==> src/rtl/ilir_pkg.sv <==
// Shared types and codes for the indexed list block.
package ilir_pkg;

    typedef enum logic [2:0] {
        OP_READ   = 3'd0,
        OP_WRITE  = 3'd1,
        OP_APPEND = 3'd2,
        OP_INSERT = 3'd3,
        OP_REMOVE = 3'd4,
        OP_CLEAR  = 3'd5
    } op_t;

    localparam logic [1:0] ST_OK    = 2'd0;
    localparam logic [1:0] ST_RANGE = 2'd1;
    localparam logic [1:0] ST_FULL  = 2'd2;

    localparam int IN_BITS  = 40;
    localparam int OUT_BITS = 40;

endpackage

==> src/rtl/ilir_ram.sv <==
// Single-port-write, single-port-read entry memory with registered read data.
module ilir_ram #(
    parameter int DEPTH = 16,
    parameter int WIDTH = 32
) (
    input  logic                     clk,
    input  logic                     we,
    input  logic [$clog2(DEPTH)-1:0] waddr,
    input  logic [WIDTH-1:0]         wdata,
    input  logic                     re,
    input  logic [$clog2(DEPTH)-1:0] raddr,
    output logic [WIDTH-1:0]         rdata
);

    logic [WIDTH-1:0] mem [DEPTH];
    logic [WIDTH-1:0] rdata_reg;

    always_ff @(posedge clk)
    begin
        if (we)
        begin
            mem[waddr] <= wdata;
        end
        if (re)
        begin
            rdata_reg <= mem[raddr];
        end
    end

    assign rdata = rdata_reg;

endmodule

==> src/rtl/indexed_list_insert_remove.sv <==
// Top level: fixed-capacity ordered list of signed words with insert and remove at an index.
// tvalid rises when S_FIN posts the result to a free output. Read, overwrite, append, clear, spare
// codes and rejected requests go from S_IDLE to S_FIN; insert at i below the count shifts entries
// up in S_SHIFT_UP, one entry per cycle, then writes in S_PUT; remove below the last entry shifts down in S_SHIFT_DN.
// One request at a time; the next is taken in the cycle after the result is posted, even while it waits.
// Reset clears the count and the handshake state; stored entries stay undefined until written.
module indexed_list_insert_remove
    import ilir_pkg::*;
#(
    parameter int CAPACITY  = 16,
    parameter int WORD_BITS = 32
) (
    input  logic                clk,
    input  logic                rst_n,
    input  logic                s_tvalid,
    output logic                s_tready,
    input  logic [IN_BITS-1:0]  s_tdata,   // operation[2:0], index[7:3], value[39:8]
    output logic                m_tvalid,
    input  logic                m_tready,
    output logic [OUT_BITS-1:0] m_tdata    // read_value[31:0], status[33:32],
                                           // fill_count[38:34], is_empty[39]
);

    localparam int ADDR_W = $clog2(CAPACITY);
    localparam int CNT_W  = $clog2(CAPACITY + 1);
    localparam int CW     = CNT_W + 6;

    typedef enum logic [2:0] {
        S_IDLE,
        S_SHIFT_UP,
        S_SHIFT_DN,
        S_PUT,
        S_FIN
    } state_t;

    state_t                state_reg;
    logic [CNT_W-1:0]      count_reg;
    logic [ADDR_W-1:0]     idx_reg;
    logic [ADDR_W-1:0]     pos_reg;
    logic [WORD_BITS-1:0]  val_reg;
    logic [1:0]            st_reg;
    logic                  rd_flag_reg;
    logic                  m_tvalid_reg;
    logic [OUT_BITS-1:0]   m_tdata_reg;

    logic                  accept;
    op_t                   op;
    logic [4:0]            in_index;
    logic [WORD_BITS-1:0]  in_word;
    logic [CW-1:0]         idx_w;
    logic [CW-1:0]         cnt_w;
    logic                  idx_lt;
    logic                  idx_le;
    logic                  full;
    logic                  out_free;

    logic                  ram_we;
    logic [ADDR_W-1:0]     ram_waddr;
    logic [WORD_BITS-1:0]  ram_wdata;
    logic                  ram_re;
    logic [ADDR_W-1:0]     ram_raddr;
    logic [WORD_BITS-1:0]  ram_rdata;

    logic [31:0]           rd_out;
    logic [4:0]            cnt_out;

    assign op       = op_t'(s_tdata[2:0]);
    assign in_index = s_tdata[7:3];
    assign in_word  = WORD_BITS'(signed'(s_tdata[39:8]));
    assign idx_w    = CW'(in_index);
    assign cnt_w    = CW'(count_reg);
    assign idx_lt   = idx_w < cnt_w;
    assign idx_le   = idx_w <= cnt_w;
    assign full     = count_reg == CNT_W'(CAPACITY);
    assign s_tready = state_reg == S_IDLE;
    assign accept   = s_tvalid && s_tready;
    assign out_free = !m_tvalid_reg || m_tready;

    always_comb
    begin
        ram_we    = 1'b0;
        ram_waddr = ADDR_W'(in_index);
        ram_wdata = in_word;
        ram_re    = 1'b0;
        ram_raddr = ADDR_W'(in_index);
        unique case (state_reg)
            S_IDLE:
            begin
                if (accept)
                begin
                    unique case (op)
                        OP_READ:
                        begin
                            ram_re = idx_lt;
                        end
                        OP_WRITE:
                        begin
                            ram_we = idx_lt;
                        end
                        OP_APPEND:
                        begin
                            ram_we    = !full;
                            ram_waddr = ADDR_W'(count_reg);
                        end
                        OP_INSERT:
                        begin
                            if (idx_le && !full)
                            begin
                                if (idx_w == cnt_w)
                                begin
                                    ram_we = 1'b1;
                                end
                                else
                                begin
                                    ram_re    = 1'b1;
                                    ram_raddr = ADDR_W'(cnt_w - CW'(1));
                                end
                            end
                        end
                        OP_REMOVE:
                        begin
                            if (idx_lt && (idx_w + CW'(1) != cnt_w))
                            begin
                                ram_re    = 1'b1;
                                ram_raddr = ADDR_W'(idx_w + CW'(1));
                            end
                        end
                        default:
                        begin
                        end
                    endcase
                end
            end
            S_SHIFT_UP:
            begin
                ram_we    = 1'b1;
                ram_waddr = pos_reg;
                ram_wdata = ram_rdata;
                if (pos_reg - ADDR_W'(1) != idx_reg)
                begin
                    ram_re    = 1'b1;
                    ram_raddr = pos_reg - ADDR_W'(2);
                end
            end
            S_SHIFT_DN:
            begin
                ram_we    = 1'b1;
                ram_waddr = pos_reg;
                ram_wdata = ram_rdata;
                if (CW'(pos_reg) + CW'(1) < cnt_w)
                begin
                    ram_re    = 1'b1;
                    ram_raddr = ADDR_W'(CW'(pos_reg) + CW'(2));
                end
            end
            S_PUT:
            begin
                ram_we    = 1'b1;
                ram_waddr = idx_reg;
                ram_wdata = val_reg;
            end
            S_FIN:
            begin
            end
            default:
            begin
            end
        endcase
    end

    ilir_ram #(
        .DEPTH (CAPACITY),
        .WIDTH (WORD_BITS)
    ) u_ram (
        .clk   (clk),
        .we    (ram_we),
        .waddr (ram_waddr),
        .wdata (ram_wdata),
        .re    (ram_re),
        .raddr (ram_raddr),
        .rdata (ram_rdata)
    );

    assign rd_out  = rd_flag_reg ? 32'(signed'(ram_rdata)) : 32'd0;
    assign cnt_out = 5'(count_reg);

    always_ff @(posedge clk or negedge rst_n)
    begin
        if (!rst_n)
        begin
            state_reg    <= S_IDLE;
            count_reg    <= '0;
            m_tvalid_reg <= 1'b0;
        end
        else
        begin
            if (state_reg == S_FIN && out_free)
            begin
                m_tvalid_reg <= 1'b1;
            end
            else if (m_tvalid_reg && m_tready)
            begin
                m_tvalid_reg <= 1'b0;
            end
            unique case (state_reg)
                S_IDLE:
                begin
                    if (accept)
                    begin
                        idx_reg <= ADDR_W'(in_index);
                        val_reg <= in_word;
                        unique case (op)
                            OP_READ:
                            begin
                                st_reg      <= idx_lt ? ST_OK : ST_RANGE;
                                rd_flag_reg <= idx_lt;
                                state_reg   <= S_FIN;
                            end
                            OP_WRITE:
                            begin
                                st_reg      <= idx_lt ? ST_OK : ST_RANGE;
                                rd_flag_reg <= 1'b0;
                                state_reg   <= S_FIN;
                            end
                            OP_APPEND:
                            begin
                                st_reg      <= full ? ST_FULL : ST_OK;
                                rd_flag_reg <= 1'b0;
                                state_reg   <= S_FIN;
                                if (!full)
                                begin
                                    count_reg <= count_reg + CNT_W'(1);
                                end
                            end
                            OP_INSERT:
                            begin
                                rd_flag_reg <= 1'b0;
                                if (!idx_le)
                                begin
                                    st_reg    <= ST_RANGE;
                                    state_reg <= S_FIN;
                                end
                                else if (full)
                                begin
                                    st_reg    <= ST_FULL;
                                    state_reg <= S_FIN;
                                end
                                else
                                begin
                                    st_reg    <= ST_OK;
                                    count_reg <= count_reg + CNT_W'(1);
                                    pos_reg   <= ADDR_W'(count_reg);
                                    state_reg <= (idx_w != cnt_w) ? S_SHIFT_UP : S_FIN;
                                end
                            end
                            OP_REMOVE:
                            begin
                                rd_flag_reg <= 1'b0;
                                if (!idx_lt)
                                begin
                                    st_reg    <= ST_RANGE;
                                    state_reg <= S_FIN;
                                end
                                else
                                begin
                                    st_reg    <= ST_OK;
                                    count_reg <= count_reg - CNT_W'(1);
                                    pos_reg   <= ADDR_W'(in_index);
                                    state_reg <= (idx_w + CW'(1) != cnt_w) ? S_SHIFT_DN : S_FIN;
                                end
                            end
                            OP_CLEAR:
                            begin
                                st_reg      <= ST_OK;
                                rd_flag_reg <= 1'b0;
                                state_reg   <= S_FIN;
                                count_reg   <= '0;
                            end
                            default:
                            begin
                                st_reg      <= ST_OK;
                                rd_flag_reg <= 1'b0;
                                state_reg   <= S_FIN;
                            end
                        endcase
                    end
                end
                S_SHIFT_UP:
                begin
                    pos_reg <= pos_reg - ADDR_W'(1);
                    if (pos_reg - ADDR_W'(1) == idx_reg)
                    begin
                        state_reg <= S_PUT;
                    end
                end
                S_SHIFT_DN:
                begin
                    pos_reg <= pos_reg + ADDR_W'(1);
                    if (CW'(pos_reg) + CW'(1) >= cnt_w)
                    begin
                        state_reg <= S_FIN;
                    end
                end
                S_PUT:
                begin
                    state_reg <= S_FIN;
                end
                S_FIN:
                begin
                    if (out_free)
                    begin
                        m_tdata_reg <= {(count_reg == '0), cnt_out, st_reg, rd_out};
                        state_reg   <= S_IDLE;
                    end
                end
                default:
                begin
                    state_reg <= S_IDLE;
                end
            endcase
        end
    end

    assign m_tvalid = m_tvalid_reg;
    assign m_tdata  = m_tdata_reg;

endmodule

==> config.mk <==
export PLATFORM = sky130hd
export DESIGN_NAME = indexed_list_insert_remove
export DESIGN_NICKNAME = d
export VERILOG_FILES = /design/src/rtl/ilir_pkg.sv /design/src/rtl/ilir_ram.sv /design/src/rtl/indexed_list_insert_remove.sv
export SDC_FILE = /design/constraint.sdc
export NUM_CORES = 1
export LEC_CHECK = 0
export BUFFER_PORTS_ARGS = -buffer_cell sky130_fd_sc_hd__buf_4
export CAP_MARGIN = 20
export CORE_ASPECT_RATIO = 0.9
export CORE_UTILIZATION = 50
export CTS_CLUSTER_SIZE = 24
export DETAILED_ROUTE_END_ITERATION = 10
export GPL_ROUTABILITY_DRIVEN = 0
export GPL_TIMING_DRIVEN = 1
export PLACE_DENSITY_LB_ADDON = 0.15
export SLEW_MARGIN = 15
export SYNTH_ARGS = -nofsm -noshare
export SYNTH_HDL_FRONTEND = slang
export SYNTH_SLANG_ARGS = --single-unit
==> constraint.sdc <==
create_clock -name clk -period 4.6 [get_ports clk]
set_input_delay 0.92 -clock clk [delete_from_list [all_inputs] [get_ports clk]]
set_output_delay 0.92 -clock clk [all_outputs]
set_load 0.02 [all_outputs]
After elaboration in Yosys (flattened, before gate mapping)

Memories as Yosys holds them, arrays and structs flattened. A register that Yosys moved wholly into a read port is not among the register bits.
Cells that the tools add are included.

Flip-flop bits (word level): 92
Latch bits: 0
RAM bits: 512
Bits in read-only memories: 0
Input port bits: 44
Output and inout bits: 42
Word-level logic and storage cells: 125
Memories: 1

Memories:

| name      | depth | width | read ports | clocked after memory_dff | write ports | RTL line       | RTL |
|---|---|---|---|---|---|---|---|
| u_ram.mem | 16    | 32    | 1          | 1                        | 1           | ilir_ram.sv:15 | `logic [WIDTH-1:0] mem [DEPTH];` |

Add/sub/neg operators: 9
$mul: 0
Divide/modulo/power cells: 0
$lt $le $gt $ge: 4
Eq/ne operators: 25
Shift operators: 0
Multiplexer cells: 54
Bitwise gates (word level): 0
Reductions and logical operators: 22

Operators by type and width:

| operator              | number |
|---|---|
| $pmux W32 S2          | 1 |
| $mux W4               | 12 |
| $pmux W4 S3           | 3 |
| $mux W3               | 9 |
| $pmux W5 S4           | 1 |
| $pmux W4 S2           | 2 |
| $mux W5               | 3 |
| $pmux W3 S5           | 1 |
| $mux W1               | 14 |
| $eq A3 B2 Y1 const B  | 4 |
| $lt A5 B5 Y1          | 2 |
| $ne A2 B2 Y1 const B  | 5 |
| $eq A3 B3 Y1 const B  | 3 |
| $ne A3 B3 Y1 const B  | 3 |
| $pmux W1 S3           | 3 |
| $sub A4 B1 Y4 const B | 2 |
| $reduce_and A7 Y1     | 1 |
| $add A5 B1 Y6 const B | 1 |
| $eq A3 B1 Y1 const B  | 2 |
| $logic_not A3 Y1      | 2 |
| $ne A6 B5 Y1          | 1 |
| $pmux W2 S3           | 1 |
| $pmux W3 S2           | 1 |
| $reduce_and A3 Y1     | 2 |
| other kinds (28)      | 35 |

Longest topological paths before layout

Depth after elaboration: 9
Mapped depth: 17
Depth with buffers taken out: 14

Modules after synthesis

A second synthesis with hierarchy kept.

Cells, all modules: 1378
Area total of the unflattened synthesis: 25836.0 um^2

By module, submodules not included:

| module                     | times used | cells an instance | area an instance (um^2) | seq. area each (um^2) |
|---|---|---|---|---|
| ilir_ram                   | 1          | 838               | 20155.6                 | 16335.7 |
| indexed_list_insert_remove | 1          | 540               | 5680.4                  | 2717.6 |

Worst setup path before layout

Ideal clock, no wire load.

Path kind: input to register
Start point: input s_tdata[4]
End point: memory u_ram.mem[12][0] (enable)
Library setup time: 421 ps
Data arrival time: 3864 ps
Data required time: 4179 ps
Path slack: 315 ps
Stages: 8
Buffers on the path: 0
Path through: ha_1 nor2b_1 o21ai_1 nand2_1 o41ai_1 a21boi_0 or3_1 nor2_1

Word-level cells in the longest chain between the ends: 8
Elaborated cells on any way between the ends: 14
Classes of those cells: order compare (2); eq/ne (1); mux (10); reduce/logical (1)

Ends and longest elaborated chain:

| what                                           | RTL line                                                             | RTL |
|---|---|---|
| from (decl)                                    | indexed_list_insert_remove.sv:17                                     | `input logic [IN_BITS-1:0] s_tdata,` |
| $le A5 B5 Y1 or $eq A5 B5 Y1 (tied branches)   | indexed_list_insert_remove.sv:73, indexed_list_insert_remove.sv:109  |  |
| $logic_and A1 B1 Y1 or $mux W1 (tied branches) | indexed_list_insert_remove.sv:107, indexed_list_insert_remove.sv:109 |  |
| $mux W1                                        | indexed_list_insert_remove.sv:107                                    | `if (idx_le && !full)` |
| $pmux W1 S3                                    | indexed_list_insert_remove.sv:91                                     | `unique case (op)` |
| $mux W1                                        | indexed_list_insert_remove.sv:89                                     | `if (accept)` |
| $pmux W1 S2                                    | indexed_list_insert_remove.sv:86                                     | `unique case (state_reg)` |
| $mux W1                                        | ilir_ram.sv:20                                                       | `if (we)` |
| $mux W1 (implied by the code)                  | ilir_ram.sv:22                                                       | `mem[waddr] <= wdata;` |
| to (decl)                                      | ilir_ram.sv:15                                                       |  |

Parallel ways exist; a longest one is shown, timed or not.

Final worst setup path

Start point: register pos_reg[0]
End point: register u_ram.rdata_reg[16] (netlist: u_ram.rdata[16]), read port of u_ram.mem (data pin)

Word-level cells in the longest chain between the ends: 4
Elaborated cells on any way between the ends: 12
Classes of those cells: add/sub (4); order compare (1); eq/ne (1); mux (6)

Ends and longest elaborated chain:

| what                                           | RTL line                                                             | RTL |
|---|---|---|
| from (decl)                                    | indexed_list_insert_remove.sv:39                                     | `logic [ADDR_W-1:0] pos_reg;` |
| from (signal assigned)                         | indexed_list_insert_remove.sv:252                                    | `pos_reg <= ADDR_W'(count_reg);` |
| from (signal assigned)                         | indexed_list_insert_remove.sv:268                                    | `pos_reg <= ADDR_W'(in_index);` |
| from (signal assigned)                         | indexed_list_insert_remove.sv:290                                    | `pos_reg <= pos_reg - ADDR_W'(1);` |
| $add A4 B1 Y5 or $sub A4 B1 Y4 (tied branches) | indexed_list_insert_remove.sv:150, indexed_list_insert_remove.sv:139 |  |
| $lt A5 B5 Y1 or $ne A4 B4 Y1 (tied branches)   | indexed_list_insert_remove.sv:150, indexed_list_insert_remove.sv:139 |  |
| $mux W4 (tied with other cells)                | indexed_list_insert_remove.sv:150                                    | `if (CW'(pos_reg) + CW'(1) < cnt_w)` |
| $pmux W4 S3 or $pmux W1 S3 (tied branches)     | indexed_list_insert_remove.sv:86                                     |  |
| to (decl)                                      | ilir_ram.sv:16                                                       | `logic [WIDTH-1:0] rdata_reg;` |

Parallel ways exist; a longest one is shown, timed or not.
A chain may end at the register's enable or synchronous reset.

==> flow_metrics.tcl <==
set metrics [dict create \
    diodes 0 \
    power.internal_uw 12500 \
    antenna_found_initial 0 \
    drt_iter0_drc 1413 \
    hp-class "input port to async pin" \
    final_common_cell "edfxtp_1" \
    p_seq_share_pct 41.7 \
    fin_area_um2 30900 \
    placed_cells_incl_taps 2525 \
    synth_area_per_cell_um2 15.3 \
    yosysTopAreaCell "edfxtp_1" \
    register_area_um2 19100 \
    synth_ff_type "edfxtp_1" \
    setup_violations 0 \
    synth_mux_area_share_pct 8.54 \
    startpoint "pos_reg[0]" \
    timing.rr.end "u_ram.rdata[16]" \
    cts_tree "done" \
    rows 79 \
    hold_viol 0 \
    rr_worst_depth 15 \
    p_switching_uw 5680 \
    dp.final_hpwl_mm 37.8 \
    clk_pin_slew_ns 0.06 \
    tightest_slew_ns 0.927 \
    largest_reg_flops 512 \
    timing.rr.start "pos_reg[0]" \
    outcome "finished, final reports clean" \
    ys.warnings.count 0 \
    grt_setup_unrepaired "false" \
    synth_edf_count 627 \
    placed_area_um2 28900 \
    grt.met2_usage_pct 37.7 \
    ys_seq_elements 636 \
    multiInputGateArea_um2 6960 \
    post_synth_inst_count 1730 \
    overflow 0 \
    wl_per_cell_um 24.2 \
    synth_xor_xnor_area_share_pct 0.774 \
    drv_cap 0 \
    yosys-top-cells-area "edfxtp_1, mux2i_1, o22ai_1, nand2_1, ha_1" \
    dr_total_vias 15700 \
    fillers 3998 \
    synth-seq-area-share_pct 71.9 \
    netSwitchingFraction_pct 31.3 \
    fin_cells 2640 \
    fp.dieH_um 220 \
    placeableCoreArea_um2 52000 \
    drc 0 \
    cts_buffers 60 \
    drt_first_pass_iters 5 \
    synth_cell_types 77 \
    syn2layout_area_growth_pct 16.8 \
    fmax_mhz 228 \
    use_met1_pct 34.7 \
    fp.dieW_um 245 \
    slew_violations 0 \
    io_buffers 85 \
    synth_adder_area_share_pct 1.11 \
    clockBufferDepth 3 \
    critical_path_class "register to register" \
    grt_max_degree 66 \
    p_per_area_nw_per_um2 587 \
    arrival_ns 4.74 \
    final_nets 1968 \
    startpoint_type "register" \
    clock_power_share_pct 28.1 \
    start_util_pct 51.0 \
    grt_pass1_vias 15100 \
    setup_slack_ns 0.214 \
    p_leak_uw 0.0113 \
    avgViaCountPerCell 5.94 \
    wirelength_mm 63.8 \
    ios 86 \
    p_comb_share_pct 30.3 \
    grt_usage_pct 23.9 \
    finalClockSkew_ns 0.0272 \
    most-common-layout-cells "edfxtp_1, mux2i_1, nand2_1, buf_4, o22ai_1" \
    crit_end "u_ram.rdata[16]" \
    synth-async-reset-ratio_pct 1.42 \
    vdd_drop_max_uv 356 \
    synth_compound_area_share_pct 8.37 \
    dp_slack_ns 0.00451 \
    syn-cell-area_um2 26500 \
    synth-simple-area-share_pct 6.86 \
    root_buffer "clkbuf_16" \
    ant_nets 0 \
    htreeDepth 2 \
    cts.sinks 636 \
    synth_top_family_by_area "multiplexers" \
    syn-num-nets 1797 \
    netlist.area_leader.share_pct 71.1 \
    fin_crit_sh_pct 95.4 \
    drive_above_1_share_pct 17.9 \
    insertion_delay_ns 0.63 \
    die-area_um2 53900 \
    top_usage_layer "met2" \
    slew_headroom_pct 38.2 \
    fin_crit_ns 4.39 \
    crit_path_end_kind "register" \
    holdWs_ns 0.112 \
    use_met3_pct 3.65 \
    hold_buffers 0 \
    grt_pass1_wl_mm 95.6 \
    crit_fanout 32 \
    regToRegSetupSlack_ns 0.21 \
    fin_tns_setup_ns 0 \
    cp_data_required_time_ns 4.95 \
]
cells in the mapped netlist, drive strengths merged (11+ instances only):
cell,n
or3,34
and2,37
o22ai,133
a21oi,27
inv,18
mux2i,226
clkbuf,35
buf,70
edfxtp,627
o221ai,31
nor2,47
ha,22
nand3,13
nand2b,11
a22oi,35
o21ai,46
nand2,192
routing by layer:
layer  up-vias  share of wire, %
li1       7096                 -
met1      8000                46
met2       489                46
met3       103               5.8
met4         0               2.2
met5         -                 0
power groups by stage:
stage	Sequential [uW]	Clock [uW]	Combinational (uW)
global placement	7680	0	5360
CTS	7570	5180	5500
finish	7570	5090	5490
floorplan	7720	0	3380
detailed placement	7690	0	5480
global route	7600	5400	5940
worst min-delay path by stage:
stage | start | depth (start not counted) | end
6_report | rst_n | 1 | state_reg[2]
5_1_grt | rst_n | 1 | cnt_out[0]
4_1_cts | rst_n | 1 | cnt_out[0]
3_5_place_dp | st_reg[0] | 0 | m_tdata[32]
3_3_place_gp | st_reg[1] | 0 | m_tdata[33]
2_1_floorplan | st_reg[0] | 0 | m_tdata[32]
worst max-delay path, stage by stage, from the launching register on:
cell and delay (ns):
edfxtp_1 0.54, ha_1 0.29, xor2_1 0.27, ha_1 0.28, and3_1 0.20, o21ai_1 0.19
nand3_1 0.15, and2_1 0.26, or4_1 0.48, nand4_2 0.14, buf_4 0.16, nor3b_4 0.05
buf_12 0.21, a22oi_1 0.24, o221ai_1 0.20, or3_1 0.41
area by class of cell:
class / instances / share of cell area [%]
Clock inverter: 40 / 1.51
Timing Repair Buffer: 214 / 6.37
Multi-Input combinational cell: 970 / 22.5
Tap cell: 688 / 2.78
Sequential cell: 636 / 61.6
Inverter: 19 / 0.231
Clock buffer: 73 / 5.01
kinds of logic after synthesis:
kind of cell / after synthesis
AND/OR/NAND/NOR: 377
multiplexers: 226
XOR/XNOR: 21
adder cells (fa/ha/maj): 23
flip-flops: 636
AO/OA/AOI/OAI: 323
buffers and inverters: 124
metrics by stage:
stage	utilization, %	total power [uW]
5_1_grt	59.5	18900
3_3_place_gp	55.6	13000
4_1_cts	59.5	18300
6_report	59.5	18200
3_5_place_dp	55.6	13200
2_1_floorplan	-	11100
timing repair:
action,CTS,global route
endpoints found under the hold margin,0,0
setup endpoints to repair,0,12
buffers inserted,0,0
gates resized for setup,0,1
Note: power is estimated with default switching activity, not from simulation.
